==> src/rtl/ps2hc_pkg.sv <==
// package for the two-port ps/2 host controller
// holds item structs, command and phase codes, default constants
// no dependencies
`timescale 1ns / 1ps
package ps2hc_pkg;

    localparam int QUEUE_DEPTH_DEF = 16;
    localparam int PORT_COUNT_DEF  = 2;
    localparam logic [7:0] TIMEOUT_RESET = 8'd200;

    typedef enum logic [2:0] {
        CMD_EDGE    = 3'd0,
        CMD_TICK    = 3'd1,
        CMD_SEND    = 3'd2,
        CMD_POP     = 3'd3,
        CMD_INHIBIT = 3'd4
    } cmd_t;

    typedef enum logic [1:0] {
        PH_IDLE = 2'd0,
        PH_RX   = 2'd1,
        PH_TX   = 2'd2,
        PH_ACK  = 2'd3
    } phase_t;

    typedef struct packed {
        logic [2:0] cmd;
        logic       port;
        logic       data_line;
        logic [7:0] send_byte;
        logic       inhibit_value;
    } in_item_t;

    typedef struct packed {
        logic [1:0] data_low_mask;
        logic [1:0] clock_low_mask;
        logic [7:0] popped_byte;
        logic       rx_available;
        logic       tx_queue_full;
        logic [1:0] port_phase;
        logic       request_to_send;
        logic       timed_out;
    } out_item_t;

endpackage

==> src/rtl/ps2hc_ring_mem.sv <==
// byte ring storage for both ports, one write and one registered read port
// depends on ps2hc_pkg (default depth)
`timescale 1ns / 1ps
module ps2hc_ring_mem #(
    parameter int DEPTH = ps2hc_pkg::QUEUE_DEPTH_DEF,
    parameter int AW    = (DEPTH > 1) ? $clog2(DEPTH) : 1
) (
    input  logic          aclk,
    input  logic          wr_en,
    input  logic          wr_port,
    input  logic [AW-1:0] wr_addr,
    input  logic [7:0]    wr_data,
    input  logic          rd_port,
    input  logic [AW-1:0] rd_addr,
    output logic [7:0]    rd_data
);
    import ps2hc_pkg::*;

    // port bit on top of the slot address, so each port owns 2**AW slots
    logic [7:0] mem [0:(2 << AW)-1];

    always_ff @(posedge aclk) begin
        if (wr_en) begin
            mem[{wr_port, wr_addr}] <= wr_data;
        end
        rd_data <= mem[{rd_port, rd_addr}];
    end
endmodule

==> src/rtl/ps2_host_port_controller.sv <==
// top level of the two-port ps/2 host controller
// depends on ps2hc_pkg and ps2hc_ring_mem
// an item passes the stage-one register, then the output register; the rings are read as it enters stage one
// throughput: one item per cycle while the output is not stalled; the second stage holds the ring read data
// a stalled output register stops both stages together, so the pipe never drops items
// reset (synchronous, aresetn low) idles both ports, empties the rings, limit 200
// ring slots hold no reset value; a slot is only read after it was written
`timescale 1ns / 1ps
module ps2_host_port_controller #(
    parameter int QUEUE_DEPTH = ps2hc_pkg::QUEUE_DEPTH_DEF,
    parameter int PORT_COUNT  = ps2hc_pkg::PORT_COUNT_DEF
) (
    input  logic                  aclk,
    input  logic                  aresetn,
    input  logic                  cfg_we,
    input  logic [7:0]            cfg_wdata,
    input  logic                  s_valid,
    output logic                  s_ready,
    input  ps2hc_pkg::in_item_t   s_data,
    output logic                  m_valid,
    input  logic                  m_ready,
    output ps2hc_pkg::out_item_t  m_data
);
    import ps2hc_pkg::*;

    localparam int AW = (QUEUE_DEPTH > 1) ? $clog2(QUEUE_DEPTH) : 1;
    localparam logic [AW-1:0] LAST = AW'(QUEUE_DEPTH - 1);

    // per-port control state, in flops
    phase_t     phase_reg   [2];
    logic [3:0] bidx_reg    [2];
    logic [7:0] rshift_reg  [2];
    logic       par_reg     [2];
    logic [7:0] tshift_reg  [2];
    logic [7:0] ticks_reg   [2];
    logic       inh_reg     [2];
    logic       dlow_reg    [2];
    logic       clow_reg    [2];
    logic [AW-1:0] rx_head_reg [2];
    logic [AW-1:0] rx_tail_reg [2];
    logic [AW-1:0] tx_head_reg [2];
    logic [AW-1:0] tx_tail_reg [2];
    logic [7:0] limit_reg;

    // stage one: item captured while the ring read is in flight
    logic     s1_valid_reg;
    in_item_t s1_item_reg;
    logic     adv;

    // output register
    logic      m_valid_reg;
    out_item_t m_data_reg;

    assign adv     = !m_valid_reg || m_ready;
    assign s_ready = adv;
    assign m_valid = m_valid_reg;
    assign m_data  = m_data_reg;

    // ring reads: rx pop reads rx tail, tick reads tx tail; address from the new item
    logic          rd_rx_port, rd_tx_port;
    logic [AW-1:0] rd_rx_addr, rd_tx_addr;
    logic [7:0]    rx_rd_data, tx_rd_data;
    // the tail only moves in stage two, and a hold keeps s1 so reread is fine
    in_item_t      rd_item;
    assign rd_item    = (s_valid && adv) ? s_data : s1_item_reg;

    // stage two computes with the tails after the stage-one item; the
    // stage-one item has not yet updated them when the next one is read,
    // so forward: if stage one pops/starts on the same port, read tail+1
    logic          s2_rx_bump, s2_tx_bump;
    always_comb begin
        rd_rx_port = rd_item.port;
        rd_tx_port = rd_item.port;
        rd_rx_addr = rx_tail_reg[rd_item.port];
        rd_tx_addr = tx_tail_reg[rd_item.port];
        if (adv && s2_rx_bump && s1_item_reg.port == rd_item.port) begin
            rd_rx_addr = (rd_rx_addr == LAST) ? '0 : rd_rx_addr + 1'b1;
        end
        if (adv && s2_tx_bump && s1_item_reg.port == rd_item.port) begin
            rd_tx_addr = (rd_tx_addr == LAST) ? '0 : rd_tx_addr + 1'b1;
        end
    end

    // writes
    logic          rx_we, tx_we;
    logic [AW-1:0] rx_waddr, tx_waddr;
    logic [7:0]    rx_wdata;
    logic          w_port;

    ps2hc_ring_mem #(.DEPTH(QUEUE_DEPTH), .AW(AW)) u_rx_ring (
        .aclk(aclk), .wr_en(rx_we), .wr_port(w_port), .wr_addr(rx_waddr),
        .wr_data(rx_wdata), .rd_port(rd_rx_port), .rd_addr(rd_rx_addr),
        .rd_data(rx_rd_data)
    );
    ps2hc_ring_mem #(.DEPTH(QUEUE_DEPTH), .AW(AW)) u_tx_ring (
        .aclk(aclk), .wr_en(tx_we), .wr_port(w_port), .wr_addr(tx_waddr),
        .wr_data(s1_item_reg.send_byte), .rd_port(rd_tx_port), .rd_addr(rd_tx_addr),
        .rd_data(tx_rd_data)
    );

    // read-after-write: a byte written last cycle to the slot read now
    logic          fw_rx_hit_reg, fw_tx_hit_reg;
    logic [7:0]    fw_rx_data_reg, fw_tx_data_reg;
    logic [7:0]    rx_byte, tx_byte;
    assign rx_byte = fw_rx_hit_reg ? fw_rx_data_reg : rx_rd_data;
    assign tx_byte = fw_tx_hit_reg ? fw_tx_data_reg : tx_rd_data;

    always_ff @(posedge aclk) begin
        fw_rx_hit_reg  <= rx_we && w_port == rd_rx_port && rx_waddr == rd_rx_addr;
        fw_tx_hit_reg  <= tx_we && w_port == rd_tx_port && tx_waddr == rd_tx_addr;
        fw_rx_data_reg <= rx_wdata;
        fw_tx_data_reg <= s1_item_reg.send_byte;
    end

    // stage two: read-modify-write of the addressed port
    logic       p;
    logic       do_it;
    phase_t     ph_n;
    logic [3:0] bidx_n;
    logic [7:0] rsh_n, tsh_n, tk_n;
    logic       par_n, inh_n, dl_n, cl_n;
    logic [AW-1:0] rxh_n, rxt_n, txh_n, txt_n;
    logic [AW-1:0] rxh_inc, rxt_inc, txh_inc, txt_inc;
    logic       tx_full_n;
    logic [7:0] popped;
    logic       rts, tmo;
    logic       ok;
    logic       d;

    assign p  = s1_item_reg.port;
    assign d  = s1_item_reg.data_line;
    assign ok = (int'(p) < PORT_COUNT);
    assign do_it = s1_valid_reg && adv && ok;
    assign w_port = p;

    always_comb begin
        ph_n   = phase_reg[p];
        bidx_n = bidx_reg[p];
        rsh_n  = rshift_reg[p];
        tsh_n  = tshift_reg[p];
        tk_n   = ticks_reg[p];
        par_n  = par_reg[p];
        inh_n  = inh_reg[p];
        dl_n   = dlow_reg[p];
        cl_n   = clow_reg[p];
        rxh_n  = rx_head_reg[p];
        rxt_n  = rx_tail_reg[p];
        txh_n  = tx_head_reg[p];
        txt_n  = tx_tail_reg[p];
        rxh_inc = (rxh_n == LAST) ? '0 : rxh_n + 1'b1;
        rxt_inc = (rxt_n == LAST) ? '0 : rxt_n + 1'b1;
        txh_inc = (txh_n == LAST) ? '0 : txh_n + 1'b1;
        txt_inc = (txt_n == LAST) ? '0 : txt_n + 1'b1;
        popped = '0;
        rts = 1'b0;
        tmo = 1'b0;
        rx_we = 1'b0;
        tx_we = 1'b0;
        rx_waddr = rxh_n;
        tx_waddr = txh_n;
        rx_wdata = rshift_reg[p];
        s2_rx_bump = 1'b0;
        s2_tx_bump = 1'b0;
        if (s1_valid_reg && ok) begin
            case (s1_item_reg.cmd)
                CMD_EDGE: begin
                    if (!inh_reg[p]) begin
                        tk_n = '0;
                        case (phase_reg[p])
                            PH_IDLE: begin
                                if (!d) begin
                                    ph_n = PH_RX;
                                    bidx_n = '0;
                                    rsh_n = '0;
                                    par_n = 1'b0;
                                end
                            end
                            PH_RX: begin
                                if (bidx_reg[p] < 4'd8) begin
                                    rsh_n = {d, rshift_reg[p][7:1]};
                                    par_n = par_reg[p] ^ d;
                                    bidx_n = bidx_reg[p] + 4'd1;
                                end else if (bidx_reg[p] == 4'd8) begin
                                    par_n = par_reg[p] ^ d;
                                    bidx_n = bidx_reg[p] + 4'd1;
                                end else begin
                                    if (d && par_reg[p] && rxh_inc != rxt_n) begin
                                        rx_we = 1'b1;
                                        rxh_n = rxh_inc;
                                    end
                                    ph_n = PH_IDLE;
                                end
                            end
                            PH_TX: begin
                                if (bidx_reg[p] < 4'd8) begin
                                    dl_n = !tshift_reg[p][0];
                                    tsh_n = {1'b0, tshift_reg[p][7:1]};
                                    par_n = par_reg[p] ^ tshift_reg[p][0];
                                    bidx_n = bidx_reg[p] + 4'd1;
                                end else if (bidx_reg[p] == 4'd8) begin
                                    dl_n = par_reg[p];
                                    bidx_n = bidx_reg[p] + 4'd1;
                                end else if (bidx_reg[p] == 4'd9) begin
                                    dl_n = 1'b0;
                                    bidx_n = bidx_reg[p] + 4'd1;
                                end else begin
                                    ph_n = PH_ACK;
                                end
                            end
                            default: begin
                                dl_n = 1'b0;
                                ph_n = PH_IDLE;
                            end
                        endcase
                    end
                end
                CMD_TICK: begin
                    if (phase_reg[p] != PH_IDLE) begin
                        if (ticks_reg[p] >= limit_reg) begin
                            dl_n = 1'b0;
                            cl_n = 1'b0;
                            ph_n = PH_IDLE;
                            tk_n = '0;
                            tmo = 1'b1;
                        end else begin
                            tk_n = ticks_reg[p] + 8'd1;
                        end
                    end
                    if (ph_n == PH_IDLE && txh_n != txt_n) begin
                        tsh_n = tx_byte;
                        txt_n = txt_inc;
                        s2_tx_bump = 1'b1;
                        par_n = 1'b0;
                        bidx_n = '0;
                        dl_n = 1'b1;
                        cl_n = 1'b0;
                        ph_n = PH_TX;
                        rts = 1'b1;
                    end
                end
                CMD_SEND: begin
                    if (txh_inc != txt_n) begin
                        tx_we = 1'b1;
                        txh_n = txh_inc;
                    end
                end
                CMD_POP: begin
                    if (rxh_n != rxt_n) begin
                        popped = rx_byte;
                        rxt_n = rxt_inc;
                        s2_rx_bump = 1'b1;
                    end
                end
                CMD_INHIBIT: begin
                    inh_n = s1_item_reg.inhibit_value;
                    cl_n = s1_item_reg.inhibit_value;
                end
                default: begin
                end
            endcase
        end
        // full status after the item, with the head as it now stands
        tx_full_n = (((txh_n == LAST) ? '0 : txh_n + 1'b1) == txt_n);
        if (!adv) begin
            rx_we = 1'b0;
            tx_we = 1'b0;
            s2_rx_bump = 1'b0;
            s2_tx_bump = 1'b0;
        end
    end

    // control registers
    always_ff @(posedge aclk) begin
        if (!aresetn) begin
            for (int i = 0; i < 2; i++) begin
                phase_reg[i] <= PH_IDLE;
                bidx_reg[i] <= '0;
                rshift_reg[i] <= '0;
                par_reg[i] <= 1'b0;
                tshift_reg[i] <= '0;
                ticks_reg[i] <= '0;
                inh_reg[i] <= 1'b0;
                dlow_reg[i] <= 1'b0;
                clow_reg[i] <= 1'b0;
                rx_head_reg[i] <= '0;
                rx_tail_reg[i] <= '0;
                tx_head_reg[i] <= '0;
                tx_tail_reg[i] <= '0;
            end
            limit_reg <= TIMEOUT_RESET;
            s1_valid_reg <= 1'b0;
            m_valid_reg <= 1'b0;
        end else begin
            if (cfg_we) begin
                limit_reg <= cfg_wdata;
            end
            if (do_it) begin
                phase_reg[p] <= ph_n;
                bidx_reg[p] <= bidx_n;
                rshift_reg[p] <= rsh_n;
                par_reg[p] <= par_n;
                tshift_reg[p] <= tsh_n;
                ticks_reg[p] <= tk_n;
                inh_reg[p] <= inh_n;
                dlow_reg[p] <= dl_n;
                clow_reg[p] <= cl_n;
                rx_head_reg[p] <= rxh_n;
                rx_tail_reg[p] <= rxt_n;
                tx_head_reg[p] <= txh_n;
                tx_tail_reg[p] <= txt_n;
            end
            if (adv) begin
                s1_valid_reg <= s_valid;
                m_valid_reg <= s1_valid_reg;
            end
        end
    end

    // payload registers
    logic [1:0] dmask, cmask;
    always_comb begin
        dmask = '0;
        cmask = '0;
        for (int q = 0; q < 2; q++) begin
            if (q < PORT_COUNT) begin
                dmask[q] = (do_it && q == int'(p)) ? dl_n : dlow_reg[q];
                cmask[q] = (do_it && q == int'(p)) ? cl_n : clow_reg[q];
            end
        end
    end

    always_ff @(posedge aclk) begin
        if (adv) begin
            s1_item_reg <= s_data;
            m_data_reg.data_low_mask   <= dmask;
            m_data_reg.clock_low_mask  <= cmask;
            m_data_reg.popped_byte     <= ok ? popped : 8'd0;
            m_data_reg.rx_available    <= ok && (rxh_n != rxt_n);
            m_data_reg.tx_queue_full   <= ok && tx_full_n;
            m_data_reg.port_phase      <= ok ? ph_n : PH_IDLE;
            m_data_reg.request_to_send <= ok && rts;
            m_data_reg.timed_out       <= ok && tmo;
        end
    end
endmodule
==> config.mk <==
export PLATFORM = sky130hd
export DESIGN_NAME = ps2_host_port_controller
export DESIGN_NICKNAME = d
export VERILOG_FILES = /design/src/rtl/ps2hc_pkg.sv /design/src/rtl/ps2hc_ring_mem.sv /design/src/rtl/ps2_host_port_controller.sv
export SDC_FILE = /design/constraint.sdc
export NUM_CORES = 1
export LEC_CHECK = 0
export ABC_AREA = 1
export BUFFER_PORTS_ARGS = -buffer_cell sky130_fd_sc_hd__buf_2
export CORE_MARGIN = 2
export CORE_UTILIZATION = 30
export DETAILED_ROUTE_END_ITERATION = 8
export PLACE_DENSITY_LB_ADDON = 0.3
export SLEW_MARGIN = 20
export SYNTH_ARGS = -nofsm -noshare
export SYNTH_HDL_FRONTEND = slang
export SYNTH_SLANG_ARGS = --single-unit
export TNS_END_PERCENT = 5
==> constraint.sdc <==
create_clock -name aclk -period 6.3 [get_ports aclk]
set_clock_uncertainty 0.2 [all_clocks]
set_input_delay 0.315 -clock aclk [delete_from_list [all_inputs] [get_ports aclk]]
set_output_delay 0.315 -clock aclk [all_outputs]
set_load 0.005 [all_outputs]
==> run metrics <==
status=finished, final reports clean; GRT Total Usage=15.23%; Multi-input gate area=8955 sq um; dominant synthesized flop cell=edfxtp_1; Yosys cell types=60; Reg clk slew, reported paths=60 ps; top cell type by total area after synthesis=edfxtp_1; PwrDens=293.7 nW/um^2; WL final=between 80000 and 90000 um; fill count=10860; Syn Nets=~3400; WP data arrival=between 5000 and 6000 ps; Worst-Margin Slew=1055 ps; initial antenna violation count=2; Ys Warns=0; Clock power frac=40.8%; CTS H-tree depth=3; Port Buf Inserts=46; Syn Area/Cell=9.595 sq um; EDFF count, synth=636; Worst Path Required=between 6000 and 7000 ps; RSZ-0062 raised after global routing=no; Post-synth top cells=nand2_1 (848), edfxtp_1 (636), inv_1 (634); CTS Buf Count=77; highest ir drop seen on vdd=0.2033 mV; Max clock buf depth=3; Setup Viol. Count Final=0; number of global-route vias before repair=21640; hold path startpoint=s_data[11]; Mapped Area=between 30000 and 40000 sq um; iteration-0 DRC count of the detailed router=slightly above 2000; kind of critical path=reg2reg; asr flop ratio synth=0%; Avg WL per Cell=17.32 um; largest net degree at the start of global routing=between 70 and 80; CTS tree=yes; Avg Vias per Cell=approximately 4.6; first-pass GRT wire length=130300 um; Final TNS setup=0 ps; # diodes=0; type of origin of the critical path=register; Post-Syn Instances=around 3400; Remaining DRCs=0; top-area cell type share of the netlist area=59.22%; fmax=196.1 MHz; initial core utilization=30.17%; die footprint=110100 sq um; area grow syn2layout=14.01%; Die X=~330 um; Final Hold Vio Count=0; most frequent cell after synthesis=nand2_1; Root Buffer=clkbuf_16; worst-path fanout max=roughly 70; maxcap violations=0; DR vias=about 23000; Clock Latency Late Sink=roughly 640 ps; most area-consuming cells after synthesis=edfxtp_1 (59%), nand2_1 (9.9%), nand3_1 (8.2%), inv_1 (7.4%), dfxtp_1 (3.3%); layout cells sized above 1=7.883%; period utilization=80.95%; Comb power frac=11.5%; CTS sink count=~700; Final Max Slew Viols=0; crit path capture type=register; row count=120; sequential group share of total power=47.7%; slew margin rel.=29.41%; Worst Hold Class=in2reg; post-synthesis sequential area ratio=62.51%; Leak=15.55 nW; post-layout util=34.39%; Final #Nets=3494; P_sw=2.793 mW; Pre-antenna DRT Iters=6; Final HPWL DP=51850 um; fin crit period=5100 ps; Pint=around 8 mW; antenna-violating nets left=0; GR Overflow Total=0; Reg area=20160 sq um; Die Span Y=about 330 um; switch share=25.86%; flops & latches, synth=a little under 700; io pins=47; Core Area=106900 sq um; gpl congestion=0.8374
==> critical path: stages, from the launching register on <==
cell,delay [ps]
dfxtp_2,350
buf_4,620
o21ai_0,300
inv_1,180
ha_1,160
nand2_1,70
nor2_1,100
nor2_1,40
nand2_1,50
nand2_1,70
nand3_2,100
nand2_2,120
nor2_8,170
nand3_2,560
nand2_4,810
buf_12,350
nand2_1,90
nand3_1,90
nand3_1,80
nand3_1,180
nand2_1,80
nand2_1,60
nand2_1,40
==> layout by cell type, fill, tap and decap left out, types with 12 or more instances in the layout <==
cell type / instances
a21oi_1: 37
a22oi_1: 20
buf_2: 46
buf_4: 44
clkbuf_1: 15
clkbuf_16: 79
clkinv_1: 15
clkinv_2: 12
dfxtp_1: 52
dlygate4sd3_1: 40
edfxtp_1: 636
ha_1: 26
inv_1: 634
nand2_1: 842
nand2_2: 19
nand3_1: 528
nand3b_1: 18
nor2_1: 207
o21ai_0: 53
o21ai_1: 19
xor2_1: 12
==> worst paths after layout <==
check	cells past startpoint	to	slack (ps)
setup / recovery	22	u_tx_ring.rd_data[6]	1200
hold / removal	2	s1_item_reg[11]	180
hold reg to reg	2	par_reg[1]	280
setup reg to reg	22	u_tx_ring.rd_data[6]	1200
==> cells by family after synthesis <==
family / synth area share, %
buf+inv: 9.948
compound gates: 3.503
fa+ha+maj: 1.009
simple gates: 22.27
xor+xnor: 0.5121
flops: 62.51
mux: 0.2522
==> per-layer routing <==
layer	up-vias	GRT usage [%]	share of wire, %
li1	11090	-	-
met1	10730	21.30	46
met2	600	24.23	46
met3	121	2.604	5.8
met4	0	4.381	2.2
met5	-	0	0
==> timing repair <==
action / 4_1_cts / 5_1_grt
hold buffers: 40 / 0
hold endpoints to repair: 29 / 0
setup buffers: 0 / 0
gates resized for setup: 0 / 0
endpoints found under the setup margin: 0 / 0
==> stage by stage <==
| stage | total power, mW | hold WS (ps) | cells | setup WS, ps | area, sq um |
|---|---|---|---|---|---|
| 2_1_floorplan | 6.072 | 213.9 | 3361 | 2672 | 32250 |
| 3_3_place_gp | 6.464 | 258.6 | 4724 | 1269 | 33880 |
| 3_5_place_dp | 6.475 | 267.8 | 4725 | 1215 | 33920 |
| 4_1_cts | 10.89 | 138.8 | 4904 | 1182 | 36770 |
| 5_1_grt | 11.21 | 161.6 | 4904 | 738.3 | 36770 |
| 6_report | 10.80 | 177.8 | 4904 | 1200 | 36770 |
==> power groups by stage <==
| stage | clock network (mW) | registers (mW) | logic, mW |
|---|---|---|---|
| floorplan | 0 | 5.24 | 0.833 |
| global placement | 0 | 5.25 | 1.21 |
| detailed placement | 0 | 5.25 | 1.23 |
| CTS | 4.49 | 5.15 | 1.25 |
| global route | 4.66 | 5.16 | 1.39 |
| finish | 4.40 | 5.15 | 1.24 |
==> layout make-up <==
cell class	count	share of cell area, %
clock inverters	42	1.011
inverters	645	6.591
repair buffers	133	2.797
clock buffers	97	5.642
flip-flops and latches	689	54.83
well taps	1403	4.774
multi-input cells	1895	24.35
Note: power is estimated with default switching activity, not from simulation.
